File: src/rtl/tplq_pkg.sv
// Shared types and constants for the three-level priority queue unit.
// No dependencies; every other file but tplq_ram uses this package.
package tplq_pkg;

	// Queue geometry.
	localparam int QUEUE_DEPTH = 64;
	localparam int LEVELS      = 3;
	localparam int HANDLE_W    = 16;
	localparam int OCC_W       = 7;
	localparam int PTR_W       = $clog2(QUEUE_DEPTH);
	localparam int CNT_W       = $clog2(QUEUE_DEPTH + 1);
	localparam int STORE_DEPTH = LEVELS * QUEUE_DEPTH;
	localparam int ADDR_W      = $clog2(STORE_DEPTH);

	// Request modes.
	localparam logic MODE_PUSH = 1'b0;
	localparam logic MODE_POP  = 1'b1;

	// Result status codes.
	typedef enum logic [1:0] {
		ST_PUSHED  = 2'd0,
		ST_POPPED  = 2'd1,
		ST_EMPTY   = 2'd2,
		ST_DROPPED = 2'd3
	} status_t;

	// Level codes.
	localparam logic [1:0] LVL_HIGH    = 2'd0;
	localparam logic [1:0] LVL_MEDIUM  = 2'd1;
	localparam logic [1:0] LVL_LOW     = 2'd2;
	localparam logic [1:0] LVL_INVALID = 2'd3;

	// One request item.
	typedef struct packed {
		logic                mode;
		logic [1:0]          level;
		logic                at_front;
		logic [HANDLE_W-1:0] handle;
	} req_t;

	// One result item.
	typedef struct packed {
		logic [1:0]          status;
		logic [1:0]          served_level;
		logic [HANDLE_W-1:0] out_handle;
		logic [OCC_W-1:0]    occupancy;
	} rsp_t;

endpackage

File: src/rtl/tplq_req_if.sv
// Request channel of the priority queue unit: valid, ready and one request item.
// Depends on tplq_pkg.
interface tplq_req_if;
	logic            valid;
	logic            ready;
	tplq_pkg::req_t  data;

	modport source (output valid, output data, input ready);
	modport sink   (input valid, input data, output ready);
endinterface

File: src/rtl/tplq_rsp_if.sv
// Result channel of the priority queue unit: valid, ready and one result item.
// Depends on tplq_pkg.
interface tplq_rsp_if;
	logic            valid;
	logic            ready;
	tplq_pkg::rsp_t  data;

	modport source (output valid, output data, input ready);
	modport sink   (input valid, input data, output ready);
endinterface

File: src/rtl/tplq_ram.sv
// Generic single-write, single-read synchronous RAM with registered read data.
// No package dependencies.
module tplq_ram #(
	parameter int DEPTH  = 192,
	parameter int WIDTH  = 16,
	parameter int ADDR_W = $clog2(DEPTH)
) (
	input  logic              clk,
	input  logic              we,
	input  logic [ADDR_W-1:0] waddr,
	input  logic [WIDTH-1:0]  wdata,
	input  logic              re,
	input  logic [ADDR_W-1:0] raddr,
	output logic [WIDTH-1:0]  rdata
);

	logic [WIDTH-1:0] mem [DEPTH];

	// Write port.
	always_ff @(posedge clk) begin
		if (we) begin
			mem[waddr] <= wdata;
		end
	end

	// Read port; the data holds until the next read.
	always_ff @(posedge clk) begin
		if (re) begin
			rdata <= mem[raddr];
		end
	end

endmodule

File: src/rtl/tplq_ctrl.sv
// Queue control: per-level head, tail and count registers, entry store
// addressing, the read stage and the result register. Depends on tplq_pkg,
// tplq_req_if and tplq_rsp_if.
module tplq_ctrl (
	input  logic                      clk,
	input  logic                      arst_n,
	tplq_req_if.sink                  req,
	tplq_rsp_if.source                rsp,
	output logic                      mem_we,
	output logic [tplq_pkg::ADDR_W-1:0]   mem_waddr,
	output logic [tplq_pkg::HANDLE_W-1:0] mem_wdata,
	output logic                      mem_re,
	output logic [tplq_pkg::ADDR_W-1:0]   mem_raddr,
	input  logic [tplq_pkg::HANDLE_W-1:0] mem_rdata
);
	import tplq_pkg::*;

	localparam logic [PTR_W-1:0] PTR_LAST = PTR_W'(QUEUE_DEPTH - 1);
	localparam logic [CNT_W-1:0] CNT_FULL = CNT_W'(QUEUE_DEPTH);

	logic [PTR_W-1:0] head_q [LEVELS];
	logic [PTR_W-1:0] tail_q [LEVELS];
	logic [CNT_W-1:0] cnt_q  [LEVELS];

	logic             accept;
	logic             advance;
	logic [1:0]       sel_lvl;
	logic             sel_ok;
	logic [PTR_W-1:0] sel_head;
	logic [PTR_W-1:0] sel_tail;
	logic [CNT_W-1:0] sel_cnt;
	logic [PTR_W-1:0] head_next;
	logic [PTR_W-1:0] head_prev;
	logic [PTR_W-1:0] tail_next;
	logic [ADDR_W-1:0] base_addr;

	logic             upd_en;
	logic [PTR_W-1:0] upd_head;
	logic [PTR_W-1:0] upd_tail;
	logic [CNT_W-1:0] upd_cnt;
	status_t          res_status;
	logic [1:0]       res_lvl;
	logic [OCC_W-1:0] res_occ;

	logic             valid_s1;
	status_t          status_s1;
	logic [1:0]       lvl_s1;
	logic [OCC_W-1:0] occ_s1;

	logic             out_valid_q;
	rsp_t             out_q;

	// Handshake: the read stage moves on when the result register is free.
	assign advance   = valid_s1 && (!out_valid_q || rsp.ready);
	assign req.ready = !valid_s1 || advance;
	assign accept    = req.valid && req.ready;

	// Pick the level this request touches: the named level on a push, the
	// first non-empty level on a pop.
	always_comb begin
		sel_lvl = req.data.level;
		sel_ok  = (req.data.level != LVL_INVALID);
		if (req.data.mode == MODE_POP) begin
			sel_ok = 1'b1;
			priority if (cnt_q[0] != '0) begin
				sel_lvl = LVL_HIGH;
			end else if (cnt_q[1] != '0) begin
				sel_lvl = LVL_MEDIUM;
			end else if (cnt_q[2] != '0) begin
				sel_lvl = LVL_LOW;
			end else begin
				sel_lvl = LVL_HIGH;
				sel_ok  = 1'b0;
			end
		end
	end

	// Fetch the selected level's pointers and count.
	always_comb begin
		sel_head = '0;
		sel_tail = '0;
		sel_cnt  = '0;
		for (int i = 0; i < LEVELS; i++) begin
			if (sel_lvl == 2'(i)) begin
				sel_head = head_q[i];
				sel_tail = tail_q[i];
				sel_cnt  = cnt_q[i];
			end
		end
	end

	// Circular pointer steps and the level's base address in the store.
	assign head_next = (sel_head == PTR_LAST) ? '0 : sel_head + PTR_W'(1);
	assign head_prev = (sel_head == '0) ? PTR_LAST : sel_head - PTR_W'(1);
	assign tail_next = (sel_tail == PTR_LAST) ? '0 : sel_tail + PTR_W'(1);
	assign base_addr = ADDR_W'(sel_lvl) * ADDR_W'(QUEUE_DEPTH);

	// Decide the operation: state update, store access and result fields.
	always_comb begin
		upd_en     = 1'b0;
		upd_head   = sel_head;
		upd_tail   = sel_tail;
		upd_cnt    = sel_cnt;
		mem_we     = 1'b0;
		mem_waddr  = base_addr + ADDR_W'(sel_tail);
		mem_wdata  = req.data.handle;
		mem_re     = 1'b0;
		mem_raddr  = base_addr + ADDR_W'(sel_head);
		res_status = ST_DROPPED;
		res_lvl    = sel_lvl;
		res_occ    = '0;
		if (req.data.mode == MODE_PUSH) begin
			if (!sel_ok) begin
				res_status = ST_DROPPED;
			end else if (sel_cnt >= CNT_FULL) begin
				res_status = ST_DROPPED;
				res_occ    = OCC_W'(sel_cnt);
			end else begin
				upd_en     = accept;
				mem_we     = accept;
				upd_cnt    = sel_cnt + CNT_W'(1);
				res_status = ST_PUSHED;
				res_occ    = OCC_W'(upd_cnt);
				if (req.data.at_front) begin
					upd_head  = head_prev;
					mem_waddr = base_addr + ADDR_W'(head_prev);
				end else begin
					upd_tail  = tail_next;
				end
			end
		end else if (sel_ok) begin
			upd_en     = accept;
			mem_re     = accept;
			upd_head   = head_next;
			upd_cnt    = sel_cnt - CNT_W'(1);
			res_status = ST_POPPED;
			res_occ    = OCC_W'(upd_cnt);
		end else begin
			res_status = ST_EMPTY;
			res_lvl    = LVL_HIGH;
		end
	end

	// Per-level pointer and count registers.
	always_ff @(posedge clk or negedge arst_n) begin
		if (!arst_n) begin
			for (int i = 0; i < LEVELS; i++) begin
				head_q[i] <= '0;
				tail_q[i] <= '0;
				cnt_q[i]  <= '0;
			end
		end else if (upd_en) begin
			for (int i = 0; i < LEVELS; i++) begin
				if (sel_lvl == 2'(i)) begin
					head_q[i] <= upd_head;
					tail_q[i] <= upd_tail;
					cnt_q[i]  <= upd_cnt;
				end
			end
		end
	end

	// Read stage: holds the request's result fields while the store's registered read completes.
	always_ff @(posedge clk or negedge arst_n) begin
		if (!arst_n) begin
			valid_s1 <= 1'b0;
		end else if (accept) begin
			valid_s1 <= 1'b1;
		end else if (advance) begin
			valid_s1 <= 1'b0;
		end
	end

	always_ff @(posedge clk) begin
		if (accept) begin
			status_s1 <= res_status;
			lvl_s1    <= res_lvl;
			occ_s1    <= res_occ;
		end
	end

	// Result register.
	always_ff @(posedge clk or negedge arst_n) begin
		if (!arst_n) begin
			out_valid_q <= 1'b0;
		end else if (advance) begin
			out_valid_q <= 1'b1;
		end else if (rsp.ready) begin
			out_valid_q <= 1'b0;
		end
	end

	always_ff @(posedge clk) begin
		if (advance) begin
			out_q.status       <= status_s1;
			out_q.served_level <= lvl_s1;
			out_q.out_handle   <= (status_s1 == ST_POPPED) ? mem_rdata : '0;
			out_q.occupancy    <= occ_s1;
		end
	end

	assign rsp.valid = out_valid_q;
	assign rsp.data  = out_q;

endmodule

File: src/rtl/three_level_priority_queue_unit.sv
// Top level of the three-level strict-priority queue unit.
// Depends on tplq_pkg, tplq_req_if, tplq_rsp_if, tplq_ram and tplq_ctrl.
//
//  Channel | Role   | Payload
//  --------+--------+-----------------------------------------------
//  req     | sink   | mode, level, at_front, handle
//  rsp     | source | status, served_level, out_handle, occupancy
//
// One request is taken per cycle while no result is stalled; each gives one
// result after it is accepted, passing through the read stage for the entry
// store's registered read and then through the result register.
// Reset empties all three queues at once; the store itself needs no clearing.
// A stalled result holds in its register while the read stage still takes
// one more request behind it.
module three_level_priority_queue_unit (
	input  logic        clk,
	input  logic        arst_n,
	tplq_req_if.sink    req,
	tplq_rsp_if.source  rsp
);
	import tplq_pkg::*;

	logic                mem_we;
	logic [ADDR_W-1:0]   mem_waddr;
	logic [HANDLE_W-1:0] mem_wdata;
	logic                mem_re;
	logic [ADDR_W-1:0]   mem_raddr;
	logic [HANDLE_W-1:0] mem_rdata;

	// Pointer, count and result control.
	tplq_ctrl u_ctrl (
		.clk       (clk),
		.arst_n    (arst_n),
		.req       (req),
		.rsp       (rsp),
		.mem_we    (mem_we),
		.mem_waddr (mem_waddr),
		.mem_wdata (mem_wdata),
		.mem_re    (mem_re),
		.mem_raddr (mem_raddr),
		.mem_rdata (mem_rdata)
	);

	// Entry store holding all three queues.
	tplq_ram #(
		.DEPTH  (STORE_DEPTH),
		.WIDTH  (HANDLE_W),
		.ADDR_W (ADDR_W)
	) u_store (
		.clk   (clk),
		.we    (mem_we),
		.waddr (mem_waddr),
		.wdata (mem_wdata),
		.re    (mem_re),
		.raddr (mem_raddr),
		.rdata (mem_rdata)
	);

endmodule

File: src/flat_wrapper.sv
// flat-port wrapper written by rule: the top's interface ports become plain ports
module three_level_priority_queue_unit_flat import tplq_pkg::*;
  (clk, arst_n, req_valid, req_data, req_ready, rsp_valid, rsp_data, rsp_ready);
  tplq_req_if req_i ();
  tplq_rsp_if rsp_i ();
  input  logic clk;
  input  logic arst_n;
  input wire logic [$bits(req_i.valid)-1:0] req_valid;
  input wire logic [$bits(req_i.data)-1:0] req_data;
  output wire logic [$bits(req_i.ready)-1:0] req_ready;
  output wire logic [$bits(rsp_i.valid)-1:0] rsp_valid;
  output wire logic [$bits(rsp_i.data)-1:0] rsp_data;
  input wire logic [$bits(rsp_i.ready)-1:0] rsp_ready;
  assign req_i.valid = req_valid;
  assign req_i.data = req_data;
  assign req_ready = req_i.ready;
  assign rsp_valid = rsp_i.valid;
  assign rsp_data = rsp_i.data;
  assign rsp_i.ready = rsp_ready;
  three_level_priority_queue_unit u_core (.clk(clk), .arst_n(arst_n), .req(req_i), .rsp(rsp_i));
endmodule
File: config.mk
export PLATFORM = sky130hd
export DESIGN_NAME = three_level_priority_queue_unit_flat
export DESIGN_NICKNAME = d
export VERILOG_FILES = /design/src/rtl/tplq_pkg.sv /design/src/rtl/tplq_req_if.sv /design/src/rtl/tplq_rsp_if.sv /design/src/rtl/tplq_ram.sv /design/src/rtl/tplq_ctrl.sv /design/src/rtl/three_level_priority_queue_unit.sv /design/src/flat_wrapper.sv
export SDC_FILE = /design/constraint.sdc
export NUM_CORES = 2
export LEC_CHECK = 0
export BUFFER_PORTS_ARGS = -buffer_cell sky130_fd_sc_hd__buf_4
export CAP_MARGIN = 20
export CORE_ASPECT_RATIO = 0.8
export CORE_MARGIN = 2
export CORE_UTILIZATION = 26
export CTS_CLUSTER_SIZE = 16
export DETAILED_ROUTE_END_ITERATION = 10
export HOLD_SLACK_MARGIN = 0.02
export PLACE_DENSITY = 0.44
export SYNTH_ARGS = -nofsm -noshare
export SYNTH_HDL_FRONTEND = slang
export SYNTH_HIERARCHICAL = 1
export SYNTH_SLANG_ARGS = --single-unit
File: constraint.sdc
create_clock -name clk -period 10.4 [get_ports clk]
set_input_delay 1.04 -clock clk [delete_from_list [all_inputs] [get_ports clk]]
set_output_delay 1.04 -clock clk [all_outputs]
set_load 0.05 [all_outputs]
### Yosys cells after proc, flatten, opt, wreduce, memory -nomap -nowiden

Memory sizes are Yosys's and may differ from the RTL's. A register that Yosys moved wholly into a read port is not among the register bits.
Index checks and enable logic that the tools add are counted.
W data, S select, Z words.

* flip-flop bits (word level): 97
* bits in writable memories: 3072
* input port bits: 24
* output and inout bits: 29
* word-level logic and storage cells: 108
* memories kept: 1

* add/subtract/negate cells: 8
* magnitude comparators: 1
* eq/ne operators: 6
* muxes and demuxes: 58
* reductions and logical operators: 16

Memory list
* u_core.u_store.mem: words 192, width 16, read ports 1, clocked after Yosys merged registers in 1, wr ports 1, RTL line tplq_ram.sv:17 `logic [WIDTH-1:0] mem [DEPTH];`

Operators by type and width (number)
* $mux W6: 18
* $mux W7: 10
* $mux W8: 4
* $add A8 B6 Y8: 3
* $reduce_bool A7 Y1: 3
* $mux W2: 10
* $mux W1: 16
* $add A6 B1 Y6 const B: 2
* $eq A6 B6 Y1 const B: 2
* $add A7 B1 Y7 const B: 1
* $ge A7 B7 Y1 const B: 1
* $sub A7 B1 Y7 const B: 1
* $logic_not A6 Y1: 1
* $reduce_and A2 Y1: 3
* $sub A6 B1 Y6 const B: 1
* $eq A2 B1 Y1 const B: 2
* $reduce_bool A2 Y1: 2
* $eq A2 B2 Y1 const B: 1
* $logic_and A1 B1 Y1: 2
* $logic_not A1 Y1: 2
* $logic_not A2 Y1: 1
* $logic_or A1 B1 Y1: 2
* $ne A2 B2 Y1 const B: 1

### Longest topological paths before layout

* depth after elaboration: 16
* mapped depth: 17
* mapped depth without buffers: 15

### Hierarchy

The synthesis kept the hierarchy.

By module, submodules not included
* tplq_ram: instances 1, cells each 4937, area an instance 118416.1 µm², sequential area each 92728.9 µm²
* tplq_ctrl: instances 1, cells each 514, area an instance 5322.6 µm², sequential area each 2617.5 µm²

### Least setup slack after synthesis

No wires, ideal clock.

* kind: input to register
* from: input req_data[19]
* to: memory u_core.u_store.mem[13][0], enable pin
* setup time: 0.388 ns
* arrival time: 5.097 ns
* data required time: 10.012 ns
* path slack: 4.914 ns
* stages on the path: 15
* path buffers: 2
* cells stage by stage: or4b_4 > a211oi_2 > nor2_1 > inv_2 > a31oi_1 > nor2_1 > inv_1 > nor4_2 > nor2_1 > a22oi_1 > clkbuf_1 > nor2b_1 > clkbuf_1 > nand4_1 > nor2_1

* longest elaborated chain between the ends: 12
* elaborated cells between the ends (all ways): 29
* classes of those cells: add/sub (3); order compare (1); eq/ne (2); mux (21); reduce/logical (2)

RTL lines
* from (decl): RTL line flat_wrapper.sv:9 `input wire logic [$bits(req_i.data)-1:0] req_data;`
* $mux W2: RTL line tplq_ctrl.sv:63 `if (req.data.mode == MODE_POP) begin`
* $logic_not A2 Y1: RTL line tplq_ctrl.sv:84 `if (sel_lvl == 2'(i)) begin`
* $mux W6 (3 in a row): RTL line tplq_ctrl.sv:84
* $sub A6 B1 Y6 or $logic_not A6 Y1 (tied branches): RTL line tplq_ctrl.sv:94 `assign head_prev = (sel_head == '0) ? PTR_LAST : sel_head - PTR_W'(1);`
* $mux W6: RTL line tplq_ctrl.sv:94
* $add A8 B6 Y8: RTL line tplq_ctrl.sv:126 `mem_waddr = base_addr + ADDR_W'(head_prev);`
* $mux W8: RTL line tplq_ctrl.sv:124 `if (req.data.at_front) begin`
* $mux W8: RTL line tplq_ctrl.sv:115 `end else if (sel_cnt >= CNT_FULL) begin`
* $mux W8: RTL line tplq_ctrl.sv:113 `if (!sel_ok) begin`
* $mux W8 *: RTL line tplq_ctrl.sv:112 `if (req.data.mode == MODE_PUSH) begin`
* net u_core.mem_waddr[0]: RTL line three_level_priority_queue_unit.sv:24 `logic [ADDR_W-1:0] mem_waddr;`
* to (decl): RTL line tplq_ram.sv:17

Mark *: on every way through the listed nets, which the timed path passes. The rest lies on a longest branch.

### Final worst setup path

* from: register u_core/u_ctrl/cnt_q[7] (netlist bit)
* to: memory u_core.u_store.mem[17][8], enable pin

* longest elaborated chain between the ends: 15
* elaborated cells between the ends (all ways): 34
* classes of those cells: add/sub (3); order compare (1); eq/ne (2); mux (25); reduce/logical (3)

RTL lines
* from (decl): RTL line tplq_ctrl.sv:23 `logic [CNT_W-1:0] cnt_q [LEVELS];`
* from (signal, indexed assignment): RTL line tplq_ctrl.sv:157 `cnt_q[i] <= upd_cnt;`
* $reduce_bool A7 Y1: RTL line tplq_ctrl.sv:67 `end else if (cnt_q[1] != '0) begin`
* $mux W2: RTL line tplq_ctrl.sv:67
* $mux W2: RTL line tplq_ctrl.sv:65 `priority if (cnt_q[0] != '0) begin`
* $mux W2: RTL line tplq_ctrl.sv:63
* $logic_not A2 Y1: RTL line tplq_ctrl.sv:84
* $mux W6 (3 in a row): RTL line tplq_ctrl.sv:84
* $sub A6 B1 Y6 or $logic_not A6 Y1 (tied branches): RTL line tplq_ctrl.sv:94
* $mux W6: RTL line tplq_ctrl.sv:94
* $add A8 B6 Y8: RTL line tplq_ctrl.sv:126
* $mux W8: RTL line tplq_ctrl.sv:124
* $mux W8: RTL line tplq_ctrl.sv:115
* $mux W8: RTL line tplq_ctrl.sv:113
* $mux W8 *: RTL line tplq_ctrl.sv:112
* net u_core.mem_waddr[0]: RTL line three_level_priority_queue_unit.sv:24

Marks and branches as above.

==> out/qor.yml <==
sta:
  fin_crit_ns: 8.18
  fin_skew_ns: 0.0600
  final-hold-violation-count: 0
  finalMaxSlewViolations: 0
  worstMarginPinSlew_ns: 1.35
  relSlewSlack: 0.100
  rsz0062_at_grt: "false"
  period_share: 0.786
  fin_ws_ns: 2.22
  setup_violations: 0
  tns_ns: 0
  whs_ns: 0.249
  fmax_ghz: 0.122
cells_and_area:
  fin_cells: 12400
  area_delta_synth_final_pct: 16.2
  drive_gt1_frac: 0.311
  design_area_um2: 144000
  fin_util: 0.303
  fin_nets: 5849
yosys:
  synth-edff-count: 3126
  synthTopCellsByArea: "edfxtp_1 (76%), mux4_2 (16%), dfrtp_1 (1.2%)"
  synth-async-reset-ratio: 0.0185
  synth_top_cell_by_area: "edfxtp_1"
  syn_inst: 5451
  synth_top_family_by_area: "multiplexers"
  ys_types: 72
  synth_ff_type: "edfxtp_1"
  synth_area_per_cell_um2: 22.7
  synth_fa_ha_area_frac: 0.000708
  synth_xor_area_frac: 0.000708
  synth_top_area_share: 0.759
  synth_area_um2: 124000
  synthSimpleGateAreaFrac: 0.0230
  synth_seq_cells: 3185
  syn_nets: 5482
  synth_compound_area_frac: 0.0160
  synth.area.mux_share: 0.176
  ys_warn_count: 6
  ys_seq_area_frac: 0.771
die:
  start_util: 0.261
  dieHeight_um: 621
  std_cell_rows: 226
  die_w_um: 775
  core_um2: 474000
  pin_count: 53
  die_area_um2: 481000
clock_tree:
  cts_setup_buffers: 0
  cts_root_buf: "clkbuf_16"
  clkLatencyLatePin_ns: 0.92
  cts_max_path_buffers: 4
  cts_resized: 0
  cts_made_buffers: 327
  postCtsHoldBufs: 0
  h-tree-depth: 5
  cts_tree: "done"
  cts.clk_slew.worst_paths_ns: 0.06
  clock-sinks: 3185
placement:
  placed_area_um2: 133000
  hpwl_um: 233000
  dp.cells: 11700
  pre_cts_ws_ns: 1.52
  place_congestion: 0.876
  io_buffers: 52
hold_path:
  min_path_type: "primary input to asynchronous set/reset pin"
global_routing:
  grt.total_usage: 0.152
  grt_pass1_vias: 59500
  grt_pass1_wl_um: 513000
  grt_remaining_overflow: 0
  antenna_found_initial: 52
  grt_max_degree: 106
setup_path:
  critPathTopFamily: "simple AND/OR/NAND/NOR gates"
  criticalPathCategory: "flop to flop"
  worst-path-max-fanout: 30
  rr_worst_depth: 15
  cp-start-kind: "flop"
  max_stage_delay_ns: 1.21
  endpoint_kind: "flop"
  regToRegSetupSlack_ns: 2.22
  required_ns: 10.89
  rr_startpoint: "u_core/u_ctrl/cnt_q[7]"
  critPathSlowestCell: "nor2_2"
  path_buf_inv: 2
  crit_path_cell_trace: "or4_4 > nor4_4 > a21oi_1 > o21ai_0 > nand2_4 > inv_1 > ha_1 > nand3_1 > nor4_2 > nor2_1 > a22oi_1 > buf_4 > nor2b_1 > nand3_2 > nor2_2"
  r2r_end: "u_core/u_store/mem[17][8]"
  crit_arrival_ns: 8.67
routing:
  dr.pass1.iters: 7
  finalWirelength_um: 376000
  wl_per_cell_um: 30.4
  route.detailed.drc: 0
  final_antenna_net_count: 0
  num_vias: 60000
  drt_iter0_drc: 7571
  routed_via_density: 4.86
flow_run:
  cap_violations: 0
power_and_ir_drop:
  power_frac_comb: 0.294
  p_clk_frac: 0.311
  power.density_nw_per_um2: 255
  peakVddDrop_mv: 0.261
  power.total_mw: 36.6
  internal_power_mw: 24.9
  swShare: 0.320
  p_leak_nw: 43.3
  seqPwrFrac: 0.394
  power_switching_mw: 11.7
outcome:
  status: "completed"
==> power by group through the flow <==
stage	Clock [mW]	Sequential [mW]	Combinational, mW
6_report	11.4	14.4	10.8
5_1_grt	12.2	14.4	11.3
4_1_cts	11.7	14.4	10.9
3_5_place_dp	0	14.7	10.9
3_3_place_gp	0	14.7	10.9
2_1_floorplan	0	14.7	6.62
==> registers in the layout (all words and copies together) (netlist names) <==
signal	count
u_core/u_ctrl/tail_q	18
u_core/u_store/mem	3072
u_core/u_ctrl/occ_s1	7
u_core/u_ctrl/head_q	18
u_core/u_ctrl/valid_s1	1
u_core/u_ctrl/status_s1	2
u_core/u_ctrl/lvl_s1	2
u_core/u_store/rdata	16
u_core/u_ctrl/rsp.data	27
u_core/u_ctrl/rsp.valid	1
u_core/u_ctrl/cnt_q	21
==> how the worst max path moves through the flow <==
stage	startpoint	end	slack, ns	depth (start not counted)
floorplan	req_data[19]	u_core/u_store/mem[13][0]	4.91	15
global placement	req_data[19]	u_core/u_store/mem[113][10]	1.52	16
detailed placement	req_data[19]	u_core/u_store/mem[65][1]	1.52	16
CTS	u_core/u_ctrl/cnt_q[7]	u_core/u_store/mem[65][10]	2.27	15
global route	u_core/u_ctrl/cnt_q[7]	u_core/u_store/mem[17][8]	1.70	15
finish	u_core/u_ctrl/cnt_q[7]	u_core/u_store/mem[17][8]	2.22	15
==> cell type report <==
| type | count | area (µm²) |
|---|---|---|
| fill | 45500 | 330000 |
| sequential | 3185 | 95300 |
| multi-input combinational | 1951 | 27100 |
| clock buffer | 405 | 8610 |
| tap | 6270 | 7850 |
| timing repair buffer | 336 | 3230 |
| clock inverter | 169 | 1480 |
| inverter | 17 | 71.3 |
| antenna | 19 | 47.5 |
==> cells by family (layout without fill, tap and decap cells) <==
group | count (synthesis) | in the layout
simple gates | 608 | 608
buf+inv | 315 | 927
mux | 1054 | 1054
flops | 3185 | 3185
xor+xnor | 10 | 10
other cells | 0 | 19
compound gates | 272 | 272
fa+ha+maj | 7 | 7
==> synthesized netlist by cell type, types with 23 or more instances <==
master / instances
buf_1: 39
nand3_1: 67
clkbuf_1: 110
o211ai_1: 23
mux4_2: 886
buf_6: 26
o21ai_0: 25
nand2_1: 132
a31oi_1: 32
dfrtp_1: 59
a22oi_1: 48
buf_2: 67
edfxtp_1: 3126
nor2b_1: 25
buf_4: 56
and2_1: 31
nor2_1: 240
nand4_1: 24
mux2_2: 63
mux2i_1: 103
==> layer usage <==
layer  share of wire  global-route usage  vias to the layer above
met3           0.078              0.0334                      360
met4           0.017              0.0273                        4
met2            0.44               0.223                     2240
met1            0.47               0.232                    33400
met5        0.000056                   0                        -
li1                -                   -                    24000
==> placed cells by master, fill, tap and decap left out, drive strengths merged, types with 9 or more instances in the layout <==
master,netlist,routed
clkbuf,110,411
nor2b,25,25
buf,188,330
a211oi,9,9
nand4,24,24
o211ai,23,23
mux4,886,886
a22oi,48,48
a221oi,12,12
bufinv,0,19
nand2,132,132
edfxtp,3126,3126
inv,16,26
clkinvlp,0,11
a21oi,20,20
nor3,16,16
a22o,11,11
dfrtp,59,59
o22ai,10,10
nor2,242,242
clkinv,1,130
nor4,10,10
o21ai,37,37
nand2b,19,19
diode,0,19
a31oi,32,32
mux2i,103,103
and2,31,31
mux2,65,65
nand3,67,67
and3,19,19
o31ai,14,14
(Power assumes the default switching activity.)
